### src/rtl/core/chd_pkg.sv
// shared constants, types and tables for the compass heading block
`default_nettype none

package chd_pkg;

  // field widths
  localparam int RAW_W    = 16;
  localparam int AXIS_W   = 16;
  localparam int ADJ_W    = 8;
  localparam int DECL_W   = 15;
  localparam int DEG_W    = 9;
  localparam int SECTOR_W = 3;

  // apb port
  localparam int PADDR_W = 4;
  localparam int PDATA_W = 32;

  // reset values of the configuration registers
  localparam int ADJ_RESET  = 128;
  localparam int DECL_RESET = 577;

  // sensitivity scaling
  localparam int GAIN_OFS = 128;
  localparam int GAIN_W   = ADJ_W + 2;
  localparam int NEG_W    = RAW_W + 1;
  localparam int PROD_W   = NEG_W + GAIN_W;
  localparam int SCL_W    = AXIS_W + 3;
  localparam int AXIS_MAX = 2 ** (AXIS_W - 1) - 1;
  localparam int AXIS_MIN = -(2 ** (AXIS_W - 1));

  // ring of centred pairs
  localparam int ENTRY_W    = AXIS_W + 1;
  localparam int RING_DEPTH = 16;
  localparam int SLOT_W     = $clog2(RING_DEPTH);
  localparam int SUM_W      = ENTRY_W + SLOT_W;
  localparam int MEAN_W     = ENTRY_W;

  // cordic
  localparam int CORDIC_STEPS = 16;
  localparam int STEP_W       = $clog2(CORDIC_STEPS);
  localparam int PRE_SHIFT    = 8;
  localparam int VEC_W        = MEAN_W + PRE_SHIFT + 3;
  localparam int ANG_W        = 21;
  localparam int ATAN_IDX_W   = 5;
  localparam int ATAN_W       = 17;
  localparam int PI_Q16       = 205887;
  localparam int TURN_Q16     = 2 * PI_Q16;
  localparam logic signed [ANG_W-1:0] PI_ANG = ANG_W'(PI_Q16);

  // angle post processing
  localparam int DECL_SHIFT  = 4;
  localparam int WRAP_W      = ANG_W + 1;
  localparam int CAND_W      = WRAP_W + 1;
  localparam int ANGU_W      = 19;
  localparam int DEG_HALF    = 180;
  localparam int DEG_FULL    = 360;
  localparam int RECIP_W     = 22;
  localparam int RECIP_SHIFT = 32;
  localparam int PRODR_W     = ANGU_W + RECIP_W;
  localparam int MUL_W       = 27;
  localparam logic [RECIP_W-1:0] RECIP_Q32 =
    RECIP_W'((longint'(DEG_HALF) << RECIP_SHIFT) / longint'(PI_Q16));
  localparam logic signed [CAND_W-1:0] TURN_C  = CAND_W'(TURN_Q16);
  localparam logic signed [CAND_W-1:0] TURN2_C = CAND_W'(2 * TURN_Q16);

  // sectors
  localparam int SECTOR_LO   = 22;
  localparam int SECTOR_WRAP = 337;
  localparam int SECTOR_BAND = 45;
  localparam int SECTOR_N    = 7;

  typedef enum logic [1:0] {
    REG_SENS_X = 2'd0,
    REG_SENS_Y = 2'd1,
    REG_DECL   = 2'd2
  } reg_idx_t;

  typedef enum logic [1:0] {
    CS_IDLE,
    CS_RUN,
    CS_DONE
  } cs_t;

  // atan(2^-i) in q16 radians, rounded to nearest
  function automatic logic [ATAN_W-1:0] chd_atan(input logic [ATAN_IDX_W-1:0] idx);
    logic [ATAN_W-1:0] v;
    case (idx)
      5'd0:    v = 17'd51472;
      5'd1:    v = 17'd30386;
      5'd2:    v = 17'd16055;
      5'd3:    v = 17'd8150;
      5'd4:    v = 17'd4091;
      5'd5:    v = 17'd2047;
      5'd6:    v = 17'd1024;
      5'd7:    v = 17'd512;
      5'd8:    v = 17'd256;
      5'd9:    v = 17'd128;
      5'd10:   v = 17'd64;
      5'd11:   v = 17'd32;
      5'd12:   v = 17'd16;
      5'd13:   v = 17'd8;
      5'd14:   v = 17'd4;
      5'd15:   v = 17'd2;
      5'd16:   v = 17'd1;
      default: v = '0;
    endcase
    return v;
  endfunction

endpackage

`default_nettype wire

### src/rtl/core/chd_ram.sv
// generic simple dual port ram with registered read
`default_nettype none

module chd_ram #(
  parameter int WIDTH = 8,
  parameter int DEPTH = 16
) (
  input  wire logic                     clk,
  input  wire logic                     we,
  input  wire logic [$clog2(DEPTH)-1:0] waddr,
  input  wire logic [WIDTH-1:0]         wdata,
  input  wire logic                     re,
  input  wire logic [$clog2(DEPTH)-1:0] raddr,
  output logic      [WIDTH-1:0]         rdata
);

  logic [WIDTH-1:0] mem_r [DEPTH];
  logic [WIDTH-1:0] rdata_r;

  always_ff @(posedge clk) begin
    if (we) begin
      mem_r[waddr] <= wdata;
    end
    if (re) begin
      rdata_r <= mem_r[raddr];
    end
  end

  assign rdata = rdata_r;

endmodule

`default_nettype wire

### src/rtl/core/chd_cordic.sv
// iterative vectoring cordic giving atan2 of the ring means in q16 radians
`default_nettype none

module chd_cordic
  import chd_pkg::*;
(
  input  wire logic                     clk,
  input  wire logic                     rst_n,
  input  wire logic                     start_valid,
  output logic                          start_ready,
  input  wire logic signed [MEAN_W-1:0] mean_x,
  input  wire logic signed [MEAN_W-1:0] mean_y,
  output logic                          z_valid,
  input  wire logic                     z_ready,
  output logic signed [ANG_W-1:0]       z
);

  cs_t                     state_r, state_nxt;
  logic [STEP_W-1:0]       cnt_r, cnt_nxt;
  logic                    load;
  logic signed [VEC_W-1:0] vx_r, vy_r, vx_nxt, vy_nxt;
  logic signed [VEC_W-1:0] mx_ext, my_ext, dx, dy;
  logic signed [ANG_W-1:0] z_r, z_nxt, step_ang;

  always_ff @(posedge clk) begin
    if (!rst_n) begin
      state_r <= CS_IDLE;
      cnt_r   <= '0;
    end else begin
      state_r <= state_nxt;
      cnt_r   <= cnt_nxt;
    end
  end

  always_comb begin
    state_nxt   = state_r;
    cnt_nxt     = cnt_r;
    start_ready = 1'b0;
    z_valid     = 1'b0;
    case (state_r)
      CS_IDLE: begin
        start_ready = 1'b1;
      end
      CS_RUN: begin
        cnt_nxt = cnt_r + 1'b1;
        if (cnt_r == STEP_W'(CORDIC_STEPS - 1)) begin
          state_nxt = CS_DONE;
        end
      end
      CS_DONE: begin
        z_valid     = 1'b1;
        start_ready = z_ready;
        if (z_ready) begin
          state_nxt = CS_IDLE;
        end
      end
      default: begin
        state_nxt = CS_IDLE;
      end
    endcase
    if (start_ready && start_valid) begin
      state_nxt = CS_RUN;
      cnt_nxt   = '0;
    end
  end

  assign load = start_ready && start_valid;

  // means scaled by 256 before rotation
  assign mx_ext   = VEC_W'(mean_x) <<< PRE_SHIFT;
  assign my_ext   = VEC_W'(mean_y) <<< PRE_SHIFT;
  assign dx       = vy_r >>> cnt_r;
  assign dy       = vx_r >>> cnt_r;
  assign step_ang = ANG_W'(chd_atan(ATAN_IDX_W'(cnt_r)));

  always_comb begin
    vx_nxt = vx_r;
    vy_nxt = vy_r;
    z_nxt  = z_r;
    if (load) begin
      if (mean_x < 0) begin
        // left half plane: turn by pi first
        vx_nxt = -mx_ext;
        vy_nxt = -my_ext;
        z_nxt  = (mean_y >= 0) ? PI_ANG : -PI_ANG;
      end else begin
        vx_nxt = mx_ext;
        vy_nxt = my_ext;
        z_nxt  = '0;
      end
    end else if (state_r == CS_RUN) begin
      if (vy_r > 0) begin
        vx_nxt = vx_r + dx;
        vy_nxt = vy_r - dy;
        z_nxt  = z_r + step_ang;
      end else begin
        vx_nxt = vx_r - dx;
        vy_nxt = vy_r + dy;
        z_nxt  = z_r - step_ang;
      end
    end
  end

  always_ff @(posedge clk) begin
    vx_r <= vx_nxt;
    vy_r <= vy_nxt;
    z_r  <= z_nxt;
  end

  assign z = z_r;

endmodule

`default_nettype wire

### src/rtl/core/compass_heading_hard_iron_avg_top.sv
// compass heading: sensitivity scaling, hard-iron centring, ring mean, atan2, sector
// the 16-step cordic takes new means only when idle or as its last result is taken
// the front end accepts beats while the cordic works until the pending slot fills; flagged beats give no result
// reset (sync, active low): registers to defaults, min/max to extremes, ring valid bits cleared
// the ring ram itself is never swept: unwritten entries read as zero through the valid bits
`default_nettype none

module compass_heading_hard_iron_avg_top
  import chd_pkg::*;
(
  input  wire logic                    clk,
  input  wire logic                    rst_n,
  // configuration port
  input  wire logic                    psel,
  input  wire logic                    penable,
  input  wire logic                    pwrite,
  input  wire logic [PADDR_W-1:0]      paddr,
  input  wire logic [PDATA_W-1:0]      pwdata,
  output logic      [PDATA_W-1:0]      prdata,
  output logic                         pready,
  // sample channel
  input  wire logic                    in_valid,
  output logic                         in_ready,
  input  wire logic signed [RAW_W-1:0] in_raw_x,
  input  wire logic signed [RAW_W-1:0] in_raw_y,
  input  wire logic                    in_data_overrun,
  input  wire logic                    in_sensor_overflow,
  // heading channel
  output logic                         out_valid,
  input  wire logic                    out_ready,
  output logic      [DEG_W-1:0]        out_heading_deg,
  output logic      [SECTOR_W-1:0]     out_sector
);

  // ---------------------------------------------------------------------------
  // configuration registers
  // ---------------------------------------------------------------------------
  logic [ADJ_W-1:0]         sens_x_r, sens_y_r;
  logic signed [DECL_W-1:0] decl_r;
  reg_idx_t                 cfg_idx;
  logic                     cfg_wr;

  assign pready  = 1'b1;
  assign cfg_idx = reg_idx_t'(paddr[PADDR_W-1:2]);
  assign cfg_wr  = psel && penable && pwrite;

  always_ff @(posedge clk) begin
    if (!rst_n) begin
      sens_x_r <= ADJ_W'(ADJ_RESET);
      sens_y_r <= ADJ_W'(ADJ_RESET);
      decl_r   <= DECL_W'(DECL_RESET);
    end else if (cfg_wr) begin
      case (cfg_idx)
        REG_SENS_X: sens_x_r <= pwdata[ADJ_W-1:0];
        REG_SENS_Y: sens_y_r <= pwdata[ADJ_W-1:0];
        REG_DECL:   decl_r   <= pwdata[DECL_W-1:0];
        default:    ;
      endcase
    end
  end

  always_comb begin
    case (cfg_idx)
      REG_SENS_X: prdata = PDATA_W'(sens_x_r);
      REG_SENS_Y: prdata = PDATA_W'(sens_y_r);
      REG_DECL:   prdata = PDATA_W'(decl_r);
      default:    prdata = '0;
    endcase
  end

  // ---------------------------------------------------------------------------
  // front end: five stages moving together on adv
  //   s0 raw sample, s1 gain product, s2 scaled axis, s3 min/max sum, s4 ring entry
  //   then the pending slot that feeds the cordic
  // ---------------------------------------------------------------------------
  logic adv;
  logic cdc_start_ready;

  logic v0_r, v1_r, v2_r, v3_r, v4_r, p_v_r;

  logic signed [RAW_W-1:0]   raw_x0_r, raw_y0_r;
  logic signed [PROD_W-1:0]  prod_x1_r, prod_y1_r;
  logic signed [AXIS_W-1:0]  sx2_r, sy2_r, sx3_r, sy3_r;
  logic signed [ENTRY_W-1:0] mm_x3_r, mm_y3_r;
  logic signed [ENTRY_W-1:0] e_x4_r, e_y4_r;
  logic [SLOT_W-1:0]         slot4_r;
  logic                      old_vld4_r;
  logic signed [SUM_W-1:0]   p_sx_r, p_sy_r;

  // running state
  logic signed [AXIS_W-1:0]  max_x_r, min_x_r, max_y_r, min_y_r;
  logic signed [SUM_W-1:0]   sum_x_r, sum_y_r;
  logic [SLOT_W-1:0]         slot_r;
  logic [RING_DEPTH-1:0]     vld_r;

  // combinational helpers
  logic signed [NEG_W-1:0]   neg_x, neg_y;
  logic signed [GAIN_W-1:0]  gain_x, gain_y;
  logic signed [SCL_W-1:0]   q_x, q_y;
  logic signed [AXIS_W-1:0]  s_x, s_y;
  logic signed [AXIS_W-1:0]  nmax_x, nmin_x, nmax_y, nmin_y;
  logic signed [AXIS_W-1:0]  c_x, c_y;
  logic signed [ENTRY_W-1:0] old_x, old_y;
  logic signed [SUM_W-1:0]   sum_x_nxt, sum_y_nxt;
  logic [SLOT_W-1:0]         slot_nxt;

  // ring ram ports
  logic                      ram_we, ram_re;
  logic [SLOT_W-1:0]         ram_waddr, ram_raddr;
  logic [2*ENTRY_W-1:0]      ram_wdata, ram_rdata;

  // the whole front end stalls only while the pending slot waits on the cordic
  assign adv      = !p_v_r || cdc_start_ready;
  assign in_ready = adv;

  function automatic logic signed [AXIS_W-1:0] sat_axis(input logic signed [SCL_W-1:0] q);
    logic signed [AXIS_W-1:0] r;
    if (q > AXIS_MAX) begin
      r = AXIS_W'(AXIS_MAX);
    end else if (q < AXIS_MIN) begin
      r = AXIS_W'(AXIS_MIN);
    end else begin
      r = AXIS_W'(q);
    end
    return r;
  endfunction

  // s0 -> s1: negate and multiply by the sensitivity gain
  assign neg_x  = -(NEG_W'(raw_x0_r));
  assign neg_y  = -(NEG_W'(raw_y0_r));
  assign gain_x = GAIN_W'(sens_x_r) + GAIN_W'(GAIN_OFS);
  assign gain_y = GAIN_W'(sens_y_r) + GAIN_W'(GAIN_OFS);

  // s1 -> s2: divide by 256 toward zero, then saturate
  assign q_x = SCL_W'(prod_x1_r / 256);
  assign q_y = SCL_W'(prod_y1_r / 256);
  assign s_x = sat_axis(q_x);
  assign s_y = sat_axis(q_y);

  // s2 -> s3: running extremes
  assign nmax_x = (sx2_r > max_x_r) ? sx2_r : max_x_r;
  assign nmin_x = (sx2_r < min_x_r) ? sx2_r : min_x_r;
  assign nmax_y = (sy2_r > max_y_r) ? sy2_r : max_y_r;
  assign nmin_y = (sy2_r < min_y_r) ? sy2_r : min_y_r;

  // s3 -> s4: hard-iron centre, truncated toward zero
  assign c_x = AXIS_W'(mm_x3_r / 2);
  assign c_y = AXIS_W'(mm_y3_r / 2);

  assign slot_nxt = (slot_r == SLOT_W'(RING_DEPTH - 1)) ? '0 : slot_r + 1'b1;

  // s4: the slot's old pair arrives from the ram, never-written slots count as zero
  assign old_x     = old_vld4_r ? ram_rdata[2*ENTRY_W-1 -: ENTRY_W] : '0;
  assign old_y     = old_vld4_r ? ram_rdata[ENTRY_W-1:0] : '0;
  assign sum_x_nxt = sum_x_r + SUM_W'(e_x4_r) - SUM_W'(old_x);
  assign sum_y_nxt = sum_y_r + SUM_W'(e_y4_r) - SUM_W'(old_y);

  // read in s3 so the data lines up with s4; read enable follows adv to hold under stall
  assign ram_re    = adv;
  assign ram_raddr = slot_r;
  assign ram_we    = adv && v4_r;
  assign ram_waddr = slot4_r;
  assign ram_wdata = {e_x4_r, e_y4_r};

  chd_ram #(
    .WIDTH (2 * ENTRY_W),
    .DEPTH (RING_DEPTH)
  ) u_ring (
    .clk   (clk),
    .we    (ram_we),
    .waddr (ram_waddr),
    .wdata (ram_wdata),
    .re    (ram_re),
    .raddr (ram_raddr),
    .rdata (ram_rdata)
  );

  // control and state
  always_ff @(posedge clk) begin
    if (!rst_n) begin
      v0_r    <= 1'b0;
      v1_r    <= 1'b0;
      v2_r    <= 1'b0;
      v3_r    <= 1'b0;
      v4_r    <= 1'b0;
      p_v_r   <= 1'b0;
      max_x_r <= AXIS_W'(AXIS_MIN);
      min_x_r <= AXIS_W'(AXIS_MAX);
      max_y_r <= AXIS_W'(AXIS_MIN);
      min_y_r <= AXIS_W'(AXIS_MAX);
      sum_x_r <= '0;
      sum_y_r <= '0;
      slot_r  <= '0;
      vld_r   <= '0;
    end else if (adv) begin
      // flagged samples are taken and dropped here
      v0_r  <= in_valid && !in_data_overrun && !in_sensor_overflow;
      v1_r  <= v0_r;
      v2_r  <= v1_r;
      v3_r  <= v2_r;
      v4_r  <= v3_r;
      p_v_r <= v4_r;
      if (v2_r) begin
        max_x_r <= nmax_x;
        min_x_r <= nmin_x;
        max_y_r <= nmax_y;
        min_y_r <= nmin_y;
      end
      if (v3_r) begin
        slot_r <= slot_nxt;
      end
      if (v4_r) begin
        sum_x_r        <= sum_x_nxt;
        sum_y_r        <= sum_y_nxt;
        vld_r[slot4_r] <= 1'b1;
      end
    end
  end

  // stage payload
  always_ff @(posedge clk) begin
    if (adv) begin
      raw_x0_r   <= in_raw_x;
      raw_y0_r   <= in_raw_y;
      prod_x1_r  <= PROD_W'(neg_x) * PROD_W'(gain_x);
      prod_y1_r  <= PROD_W'(neg_y) * PROD_W'(gain_y);
      sx2_r      <= s_x;
      sy2_r      <= s_y;
      sx3_r      <= sx2_r;
      sy3_r      <= sy2_r;
      mm_x3_r    <= ENTRY_W'(nmax_x) + ENTRY_W'(nmin_x);
      mm_y3_r    <= ENTRY_W'(nmax_y) + ENTRY_W'(nmin_y);
      e_x4_r     <= ENTRY_W'(sx3_r) - ENTRY_W'(c_x);
      e_y4_r     <= ENTRY_W'(sy3_r) - ENTRY_W'(c_y);
      slot4_r    <= slot_r;
      old_vld4_r <= vld_r[slot_r];
      p_sx_r     <= sum_x_nxt;
      p_sy_r     <= sum_y_nxt;
    end
  end

  // ---------------------------------------------------------------------------
  // cordic: ring means (truncated toward zero) to an angle
  // ---------------------------------------------------------------------------
  logic signed [MEAN_W-1:0] mean_x, mean_y;
  logic                     z_valid, z_ready;
  logic signed [ANG_W-1:0]  z_ang;

  assign mean_x = MEAN_W'(p_sx_r / RING_DEPTH);
  assign mean_y = MEAN_W'(p_sy_r / RING_DEPTH);

  chd_cordic u_cordic (
    .clk         (clk),
    .rst_n       (rst_n),
    .start_valid (p_v_r),
    .start_ready (cdc_start_ready),
    .mean_x      (mean_x),
    .mean_y      (mean_y),
    .z_valid     (z_valid),
    .z_ready     (z_ready),
    .z           (z_ang)
  );

  // ---------------------------------------------------------------------------
  // angle to degrees: four stages plus the output register, stalled by out_ready
  //   q0 minus declination, q1 wrap into one turn, q2 reciprocal product,
  //   q3 remainder terms, then one-step correction and sector into the output
  // ---------------------------------------------------------------------------
  logic pa;
  logic q0_v_r, q1_v_r, q2_v_r, q3_v_r, out_valid_r;

  logic signed [WRAP_W-1:0]  a1_r;
  logic [ANGU_W-1:0]         a2_r, a2c_r;
  logic [PRODR_W-1:0]        prod2_r;
  logic [DEG_W-1:0]          q3_r;
  logic [MUL_W-1:0]          qm3_r, a180_r;
  logic [DEG_W-1:0]          heading_r;
  logic [SECTOR_W-1:0]       sector_r;

  logic signed [WRAP_W-1:0]  a1_nxt;
  logic signed [CAND_W-1:0]  c_lo1, c_lo2, c_hi1, c_hi2, a_sel;
  logic [DEG_W-1:0]          q_est;
  logic [MUL_W-1:0]          rem;
  logic [DEG_W-1:0]          deg;
  logic [SECTOR_W-1:0]       sec;

  assign pa      = !out_valid_r || out_ready;
  assign z_ready = pa;

  // declination from q12 to q16
  assign a1_nxt = WRAP_W'(z_ang) - (WRAP_W'(decl_r) <<< DECL_SHIFT);

  assign c_lo1 = CAND_W'(a1_r) + TURN_C;
  assign c_lo2 = CAND_W'(a1_r) + TURN2_C;
  assign c_hi1 = CAND_W'(a1_r) - TURN_C;
  assign c_hi2 = CAND_W'(a1_r) - TURN2_C;

  always_comb begin
    if (a1_r < 0) begin
      a_sel = (c_lo1 < 0) ? c_lo2 : c_lo1;
    end else if (a1_r >= TURN_C) begin
      a_sel = (c_hi1 >= TURN_C) ? c_hi2 : c_hi1;
    end else begin
      a_sel = CAND_W'(a1_r);
    end
  end

  // estimate is exact or one low; the remainder settles it
  assign q_est = prod2_r[RECIP_SHIFT +: DEG_W];
  assign rem   = a180_r - qm3_r;
  assign deg   = q3_r + DEG_W'(rem >= MUL_W'(PI_Q16));

  always_comb begin
    sec = '0;
    if (!(deg >= DEG_W'(SECTOR_WRAP) || deg < DEG_W'(SECTOR_LO))) begin
      sec = SECTOR_W'(1);
      for (int k = 1; k < SECTOR_N; k++) begin
        if (deg >= DEG_W'(SECTOR_LO + k * SECTOR_BAND)) begin
          sec = sec + 1'b1;
        end
      end
    end
  end

  always_ff @(posedge clk) begin
    if (!rst_n) begin
      q0_v_r      <= 1'b0;
      q1_v_r      <= 1'b0;
      q2_v_r      <= 1'b0;
      q3_v_r      <= 1'b0;
      out_valid_r <= 1'b0;
    end else if (pa) begin
      q0_v_r      <= z_valid;
      q1_v_r      <= q0_v_r;
      q2_v_r      <= q1_v_r;
      q3_v_r      <= q2_v_r;
      out_valid_r <= q3_v_r;
    end
  end

  always_ff @(posedge clk) begin
    if (pa) begin
      a1_r      <= a1_nxt;
      a2_r      <= ANGU_W'(a_sel);
      prod2_r   <= PRODR_W'(a2_r) * PRODR_W'(RECIP_Q32);
      a2c_r     <= a2_r;
      q3_r      <= q_est;
      qm3_r     <= MUL_W'(q_est) * MUL_W'(PI_Q16);
      a180_r    <= MUL_W'(a2c_r) * MUL_W'(DEG_HALF);
      heading_r <= deg;
      sector_r  <= sec;
    end
  end

  assign out_valid       = out_valid_r;
  assign out_heading_deg = heading_r;
  assign out_sector      = sector_r;

  // ---------------------------------------------------------------------------
  // assertions
  // ---------------------------------------------------------------------------
  a_heading_range: assert property (@(posedge clk) disable iff (!rst_n)
    out_valid |-> out_heading_deg < DEG_W'(DEG_FULL))
    else $error("heading outside one turn");

  a_sector_north: assert property (@(posedge clk) disable iff (!rst_n)
    out_valid && (out_heading_deg >= DEG_W'(SECTOR_WRAP) || out_heading_deg < DEG_W'(SECTOR_LO))
    |-> out_sector == '0)
    else $error("north band not in sector zero");

  a_pending_hold: assert property (@(posedge clk) disable iff (!rst_n)
    p_v_r && !cdc_start_ready |=> p_v_r && $stable(p_sx_r) && $stable(p_sy_r))
    else $error("pending means lost while cordic busy");

  a_ring_no_collide: assert property (@(posedge clk) disable iff (!rst_n)
    ram_we |-> ram_waddr != ram_raddr)
    else $error("ring read and write hit the same slot");

endmodule

`default_nettype wire

### config.mk
export PLATFORM = sky130hd
export DESIGN_NAME = compass_heading_hard_iron_avg_top
export DESIGN_NICKNAME = d
export VERILOG_FILES = /design/src/rtl/core/chd_pkg.sv /design/src/rtl/core/chd_ram.sv /design/src/rtl/core/chd_cordic.sv /design/src/rtl/core/compass_heading_hard_iron_avg_top.sv
export SDC_FILE = /design/constraint.sdc
export NUM_CORES = 2
export LEC_CHECK = 0
export BUFFER_PORTS_ARGS = -buffer_cell sky130_fd_sc_hd__buf_2
export CAP_MARGIN = 20
export CORE_ASPECT_RATIO = 0.9
export CORE_MARGIN = 2
export CORE_UTILIZATION = 30
export DETAILED_ROUTE_END_ITERATION = 6
export GPL_ROUTABILITY_DRIVEN = 0
export HOLD_SLACK_MARGIN = 0.1
export PLACE_DENSITY_LB_ADDON = 0.05
export SLEW_MARGIN = 20
export SYNTH_ARGS = -nofsm -noshare
export SYNTH_HDL_FRONTEND = slang
export SYNTH_HIERARCHICAL = 1
export SYNTH_SLANG_ARGS = --single-unit
### constraint.sdc
create_clock -name clk -period 26.5 [get_ports clk]
set_input_delay 1.325 -clock clk [delete_from_list [all_inputs] [get_ports clk]]
set_output_delay 1.325 -clock clk [all_outputs]
set_load 0.02 [all_outputs]
; Yosys cells after proc, flatten, opt, wreduce, memory -nomap -nowiden
; Memory sizes are Yosys's and may differ from the RTL's. A register that Yosys moved wholly into a read port is not among the register bits.
; Index checks and enable logic that the tools add are counted.
[word_totals]
mem_bits_ro = 256
memories = 2
output_inout_bits = 47
mem_bits_rw = 544
elab_cells = 231
reg_bits = 690
input_bits = 77
[classes]
eq_ne = 11
shift = 2
reduce_logical = 30
n_bitwise = 9
n_lt_le_gt_ge = 27
mul = 5
add_sub_neg = 40
muxes = 52
[memory_table]
columns = memory, depth, word_bits, rd, rd_clocked_by_memory_dff, write_ports, line
row1 = u_ring.mem_r, 16, 34, 1, 1, 1, chd_ram.sv:17  ; logic [WIDTH-1:0] mem_r [DEPTH];
row2 = (no name shown), 16, 16, 1, 1, 0, chd_pkg.sv:87  ; case (idx)
[ops]
columns = op, n
row1 = $mux 28, 8
row2 = $mux 21, 5
row3 = $mux 16, 6
row4 = $pmux 32 s3, 1
row5 = $mux 19, 4
row6 = $add 28x28->28, 2
row7 = $neg 25->28, 2
row8 = $sshr 28x4->28, 2
row9 = $sub 28x28->28, 2
row10 = $mul 17x10->27, 2
row11 = $add 21x17->21, 2
row12 = $sub 21x17->21, 2
row13 = $mul 19x22->41 const B, 1
row14 = $add 19x1->19, 2
row15 = $gt 19x16->1 const B, 2
row16 = $lt 19x16->1 const B, 2
row17 = $add 16x16->17, 2
row18 = $add 17x1->17, 2
row19 = $mux 17, 2
row20 = $neg 16->17, 2
row21 = $sub 16x16->17, 2
row22 = $add 16x1->16, 2
row23 = $gt 16x16->1, 2
row24 = $lt 16x16->1, 2
row25 = 54 further kinds, 115

; Longest topological paths before layout
[logic_depth]
word_depth = 20
ltp_mapped = 32

; Hierarchy
; The synthesis kept the hierarchy.
[by_module_without_submodules]
columns = module, area_each_um2, cells_each, instances
row1 = compass_heading_hard_iron_avg_top, 55862.3, 5707, 1
row2 = chd_ram, 21416.8, 888, 1
row3 = chd_cordic, 12454.4, 1402, 1

; Least setup slack after synthesis
; No wires, ideal clock.
[synth_timing]
path_type = input -> register
from = in out_ready
to = mem u_ring/mem_r[0][0] (netlist name) (enable)
t_arrival_ps = 13479
setup_time_ps = 467
slack_ps = 12553
required_ps = 26033
path_stages = 12
cell_sequence = nand2b_1 clkbuf_1 inv_1 a21oi_1 nor2b_1 clkbuf_1 inv_2 nand2_1 inv_2 clkbuf_1 or3b_2 nor3_1
[synth_between]
elab_chain_cells = 6
[synth_lines]
columns = item, line
row1 = start: declaration, compass_heading_hard_iron_avg_top.sv:30  ; input wire logic out_ready,
row2 = $logic_or 1x1->1, compass_heading_hard_iron_avg_top.sv:287  ; assign pa = !out_valid_r || out_ready;
row3 = named net pa, compass_heading_hard_iron_avg_top.sv:269  ; logic pa;
row4 = $pmux 1 s2, chd_cordic.sv:40  ; case (state_r)
row5 = named net cdc_start_ready, compass_heading_hard_iron_avg_top.sv:77  ; logic cdc_start_ready;
row6 = $logic_or 1x1->1, compass_heading_hard_iron_avg_top.sv:113  ; assign adv = !p_v_r || cdc_start_ready;
row7 = named net in_ready, compass_heading_hard_iron_avg_top.sv:23  ; output logic in_ready,
row8 = $logic_and 1x1->1, compass_heading_hard_iron_avg_top.sv:161  ; assign ram_we = adv && v4_r;
row9 = named net ram_we, compass_heading_hard_iron_avg_top.sv:108  ; logic ram_we, ram_re;
row10 = $mux 1, chd_ram.sv:21  ; if (we) begin
row11 = $mux 1 (not written as such), chd_ram.sv:22  ; mem_r[waddr] <= wdata;
row12 = end: declaration, chd_ram.sv:17
; The timed path passes the listed nets, and every way through them passes these cells.

; Final worst setup path
[layout_timing]
from = reg raw_y0_r[0]
to = reg prod_y1_r[25], data pin
[layout_between]
elab_chain_cells = 2
[layout_lines]
columns = item, line
row1 = start: declaration, compass_heading_hard_iron_avg_top.sv:81  ; logic signed [RAW_W-1:0] raw_x0_r, raw_y0_r;
row2 = start signal: assignment, compass_heading_hard_iron_avg_top.sv:224  ; raw_y0_r <= in_raw_y;
row3 = $neg 16->17, compass_heading_hard_iron_avg_top.sv:130  ; assign neg_y = -(NEG_W'(raw_y0_r));
row4 = $mul 17x10->27, compass_heading_hard_iron_avg_top.sv:226  ; prod_y1_r <= PROD_W'(neg_y) * PROD_W'(gain_y);
row5 = end signal: assignment, compass_heading_hard_iron_avg_top.sv:226
row6 = end: declaration, compass_heading_hard_iron_avg_top.sv:82  ; logic signed [PROD_W-1:0] prod_x1_r, prod_y1_r;
; Every way passes these cells.
; A chain may end at the register's enable or synchronous reset.

==> flow_summary.ini <==
[hold_path]
hold_depth = 2
hold_end = sum_x_r[17]
min_from = sum_x_r[17]
hold_class = flop to flop

[timing]
setup_slack_ns = 18.71
worst_pin_slew_ns = 1.14
max_slew_margin = 0.233
drv_slew = 0
tns_ns = 0
min_period_ns = 7.79
hold_viol_final = 0
fmax_mhz = 128
rsz0062_at_grt = no
whs_ns = 0.458
clock_skew_ns = 0.0692
min_period_over_period = 0.294
setup_viol = 0

[logic_synthesis]
synth_seq_cells = 1251
synth.mux.area_fraction = 0.0725
ys_seq_area_frac = 0.397
synthXorXnorAreaFrac = 0.0494
synth_edf_count = 1061
syn_area_per_cell_sq_um = 11.2
yosys.area_share.adder = 0.218
synthSimpleGateAreaFrac = 0.107
ys.warnings.count = 6
synth_top_family_by_area = adder cells
synth_ff_type = edfxtp_1
yosysUniqueCellTypes = 98
syn_inst = 7997
async_reset_ff_frac = 0
synth_compound_gate_area_share = 0.100
syn_area_sq_um = 89700

[placed_design]
dp_slack_ns = 18.69
io_buffers = 103
dp_hpwl_um = 183000

[setup_path]
cp_max_fo = 11
cp_data_arrival_time_ns = 8.33
reg2reg_depth = 24
reg2reg_to = prod_y1_r[25]
cpPeakStageDelay_ns = 0.74
ff2ff_setup_slack_ns = 18.71
cp-end-kind = flop
crit_chain = inv_1, ha_1, nand2_1, nor4_1, xnor2_1, nand2_1, fa_1, inv_1, fa_1, inv_1, fa_1, inv_1, fa_1, fa_1, ha_1, and2_1, a22o_1, a31o_2, o41ai_1, o21bai_1, o21ai_0, nor2_1, nor3_1, xnor2_1
crit_top_cell = fa_1
cp.required_ns = 27.04
start_kind = flop
path_class = flop to flop
crit_slowest_cell = o41ai_1
r2r_start = raw_y0_r[0]

[cells_and_area]
layout_common_cells = edfxtp_1, inv_1, ha_1
utilization = 0.336
syn2layout_area_growth_pct = 11.5
final_nets = 9426
final_common_cell = edfxtp_1
n_fill_cell = 29900
drive_gt1_frac = 0.0961

[clock_tree]
tritoncts = built
ctsRootBufferMaster = clkbuf_16
ctsHoldBuffers = 0
post_cts_resized = 0
clk_pin_slew_ns = 0.06
cts_max_level = 4
cts_made_buffers = 162
clk_latency_ns = 0.85
clockBufferDepth = 4
cts_sinks = 1251
postCtsSetupRepairBufs = 0

[die]
die-width_um = 580
rows = 190
start_util = 0.301
die-area_sq_um = 304000
die_h_um = 523
pin_count = 124
coreArea_sq_um = 298000

[drt]
via_per_inst = 4.85
routed_wl_um = 256000
antenna_left = 0
drtIter0Drc = 3706
first_pass_iters = 7
drc = 0
routedWlPerCell_um = 21.0
via_count = 59000

[flow_run]
cap_violations = 0

[run_status]
run_status = completed

[global_route]
grt_antenna_before_repair = 19
grt_pass1_vias = 60800
use_met2 = 0.259
overflow = 0
grt_pass1_wl_um = 389000
use_met1 = 0.249
busiest_layer = met2
grt_use_met3 = 0.0255
grt_max_degree = 134
grt_usage = 0.168

[power]
vdd_ir_drop_max_mv = 0.247
p_leak_uw = 0.0405
cellPowerDensity_nw_per_um2 = 115
==> registers in the layout, indices dropped and copies added, names as in the netlist, 22 cells and up <==
name           cells
a180_r            25
a1_r              22
prod_x1_r         27
prod_y1_r         27
qm3_r             26
u_cordic/vx_r     28
u_cordic/vy_r     28
u_ring/mem_r     544
u_ring/rdata      34
==> cells by family after synthesis <==
group,Yosys count
muxes,377
xor gates and xnor gates,506
and+or+nand+nor,1956
DFF,1251
adders and majority gates,1250
AOI/OAI and AO/OA,1368
other,2
buffers and inverters,1287
==> final cells by class <==
cell class                 count  area (sq um)  area share
tap                         3936          4920      0.0492
clock buffer                 214          4420      0.0441
sequential                  1251         35700       0.357
inverter                    1042          3920      0.0392
multi-input combinational   5463         49300       0.493
timing repair buffer         179          1110      0.0111
antenna                        7          17.5    0.000175
clock inverter                73           662     0.00662
==> cell usage after synthesis (77+ instances only) <==
| master | count | area (sq um) |
|---|---|---|
| xnor2_1 | 355 | 3110 |
| nor2_1 | 386 | 1450 |
| clkbuf_1 | 166 | 623 |
| a21o_1 | 113 | 848 |
| inv_1 | 1036 | 3890 |
| xor2_1 | 151 | 1320 |
| mux2_2 | 79 | 890 |
| mux2i_1 | 89 | 891 |
| a21oi_1 | 312 | 1560 |
| a21boi_0 | 77 | 578 |
| edfxtp_1 | 1061 | 31900 |
| nor2b_1 | 124 | 776 |
| fa_1 | 519 | 10400 |
| o21ai_0 | 304 | 1520 |
| nand3_1 | 145 | 726 |
| mux4_2 | 204 | 4590 |
| ha_1 | 731 | 9150 |
| dfxtp_1 | 190 | 3800 |
| and2_1 | 219 | 1370 |
| nor3_1 | 109 | 546 |
| nand2_1 | 617 | 2320 |
==> through the flow <==
step,total power (uW),cells,instance area [sq um]
after detailed placement,9470,11900,94900
final,11500,12200,100000
after global placement,9460,11900,94900
after floorplan,7600,8001,89700
after CTS,11700,12200,100000
after global routing,12600,12200,100000
==> worst max-delay path by stage <==
stage / start / endpoint / slack, ns / depth (start not counted)
2_1_floorplan: out_ready / u_ring/mem_r[0][0] / 12.55 / 12
3_3_place_gp: raw_y0_r[0] / prod_y1_r[25] / 18.77 / 24
3_5_place_dp: raw_y0_r[0] / prod_y1_r[25] / 18.69 / 24
4_1_cts: raw_y0_r[0] / prod_y1_r[25] / 18.70 / 24
5_1_grt: raw_y0_r[0] / prod_y1_r[25] / 18.04 / 24
6_report: raw_y0_r[0] / prod_y1_r[25] / 18.71 / 24
==> layer usage <==
layer	part of all wire	vias to the layer above
met3	0.043	228
met4	0.017	10
li1	-	28400
met5	0.00027	-
met1	0.50	29400
met2	0.44	915
==> where the power goes <==
group          internal (uW)  switching, uW  total [uW]
Sequential              2790            384        3180
Clock                   1270            892        2160
Combinational           2620           3540        6150
Total                   6680           4810       11500
==> critical path: cells and delay by family, from the launching register on <==
family | cells | cell delay [ns]
DFF | 1 | 0.61
xor gates and xnor gates | 2 | 0.80
and+or+nand+nor | 6 | 0.84
AOI/OAI and AO/OA | 5 | 1.86
buffers and inverters | 4 | 0.29
adders and majority gates | 7 | 3.13
Power figures use the tool's default switching activity.
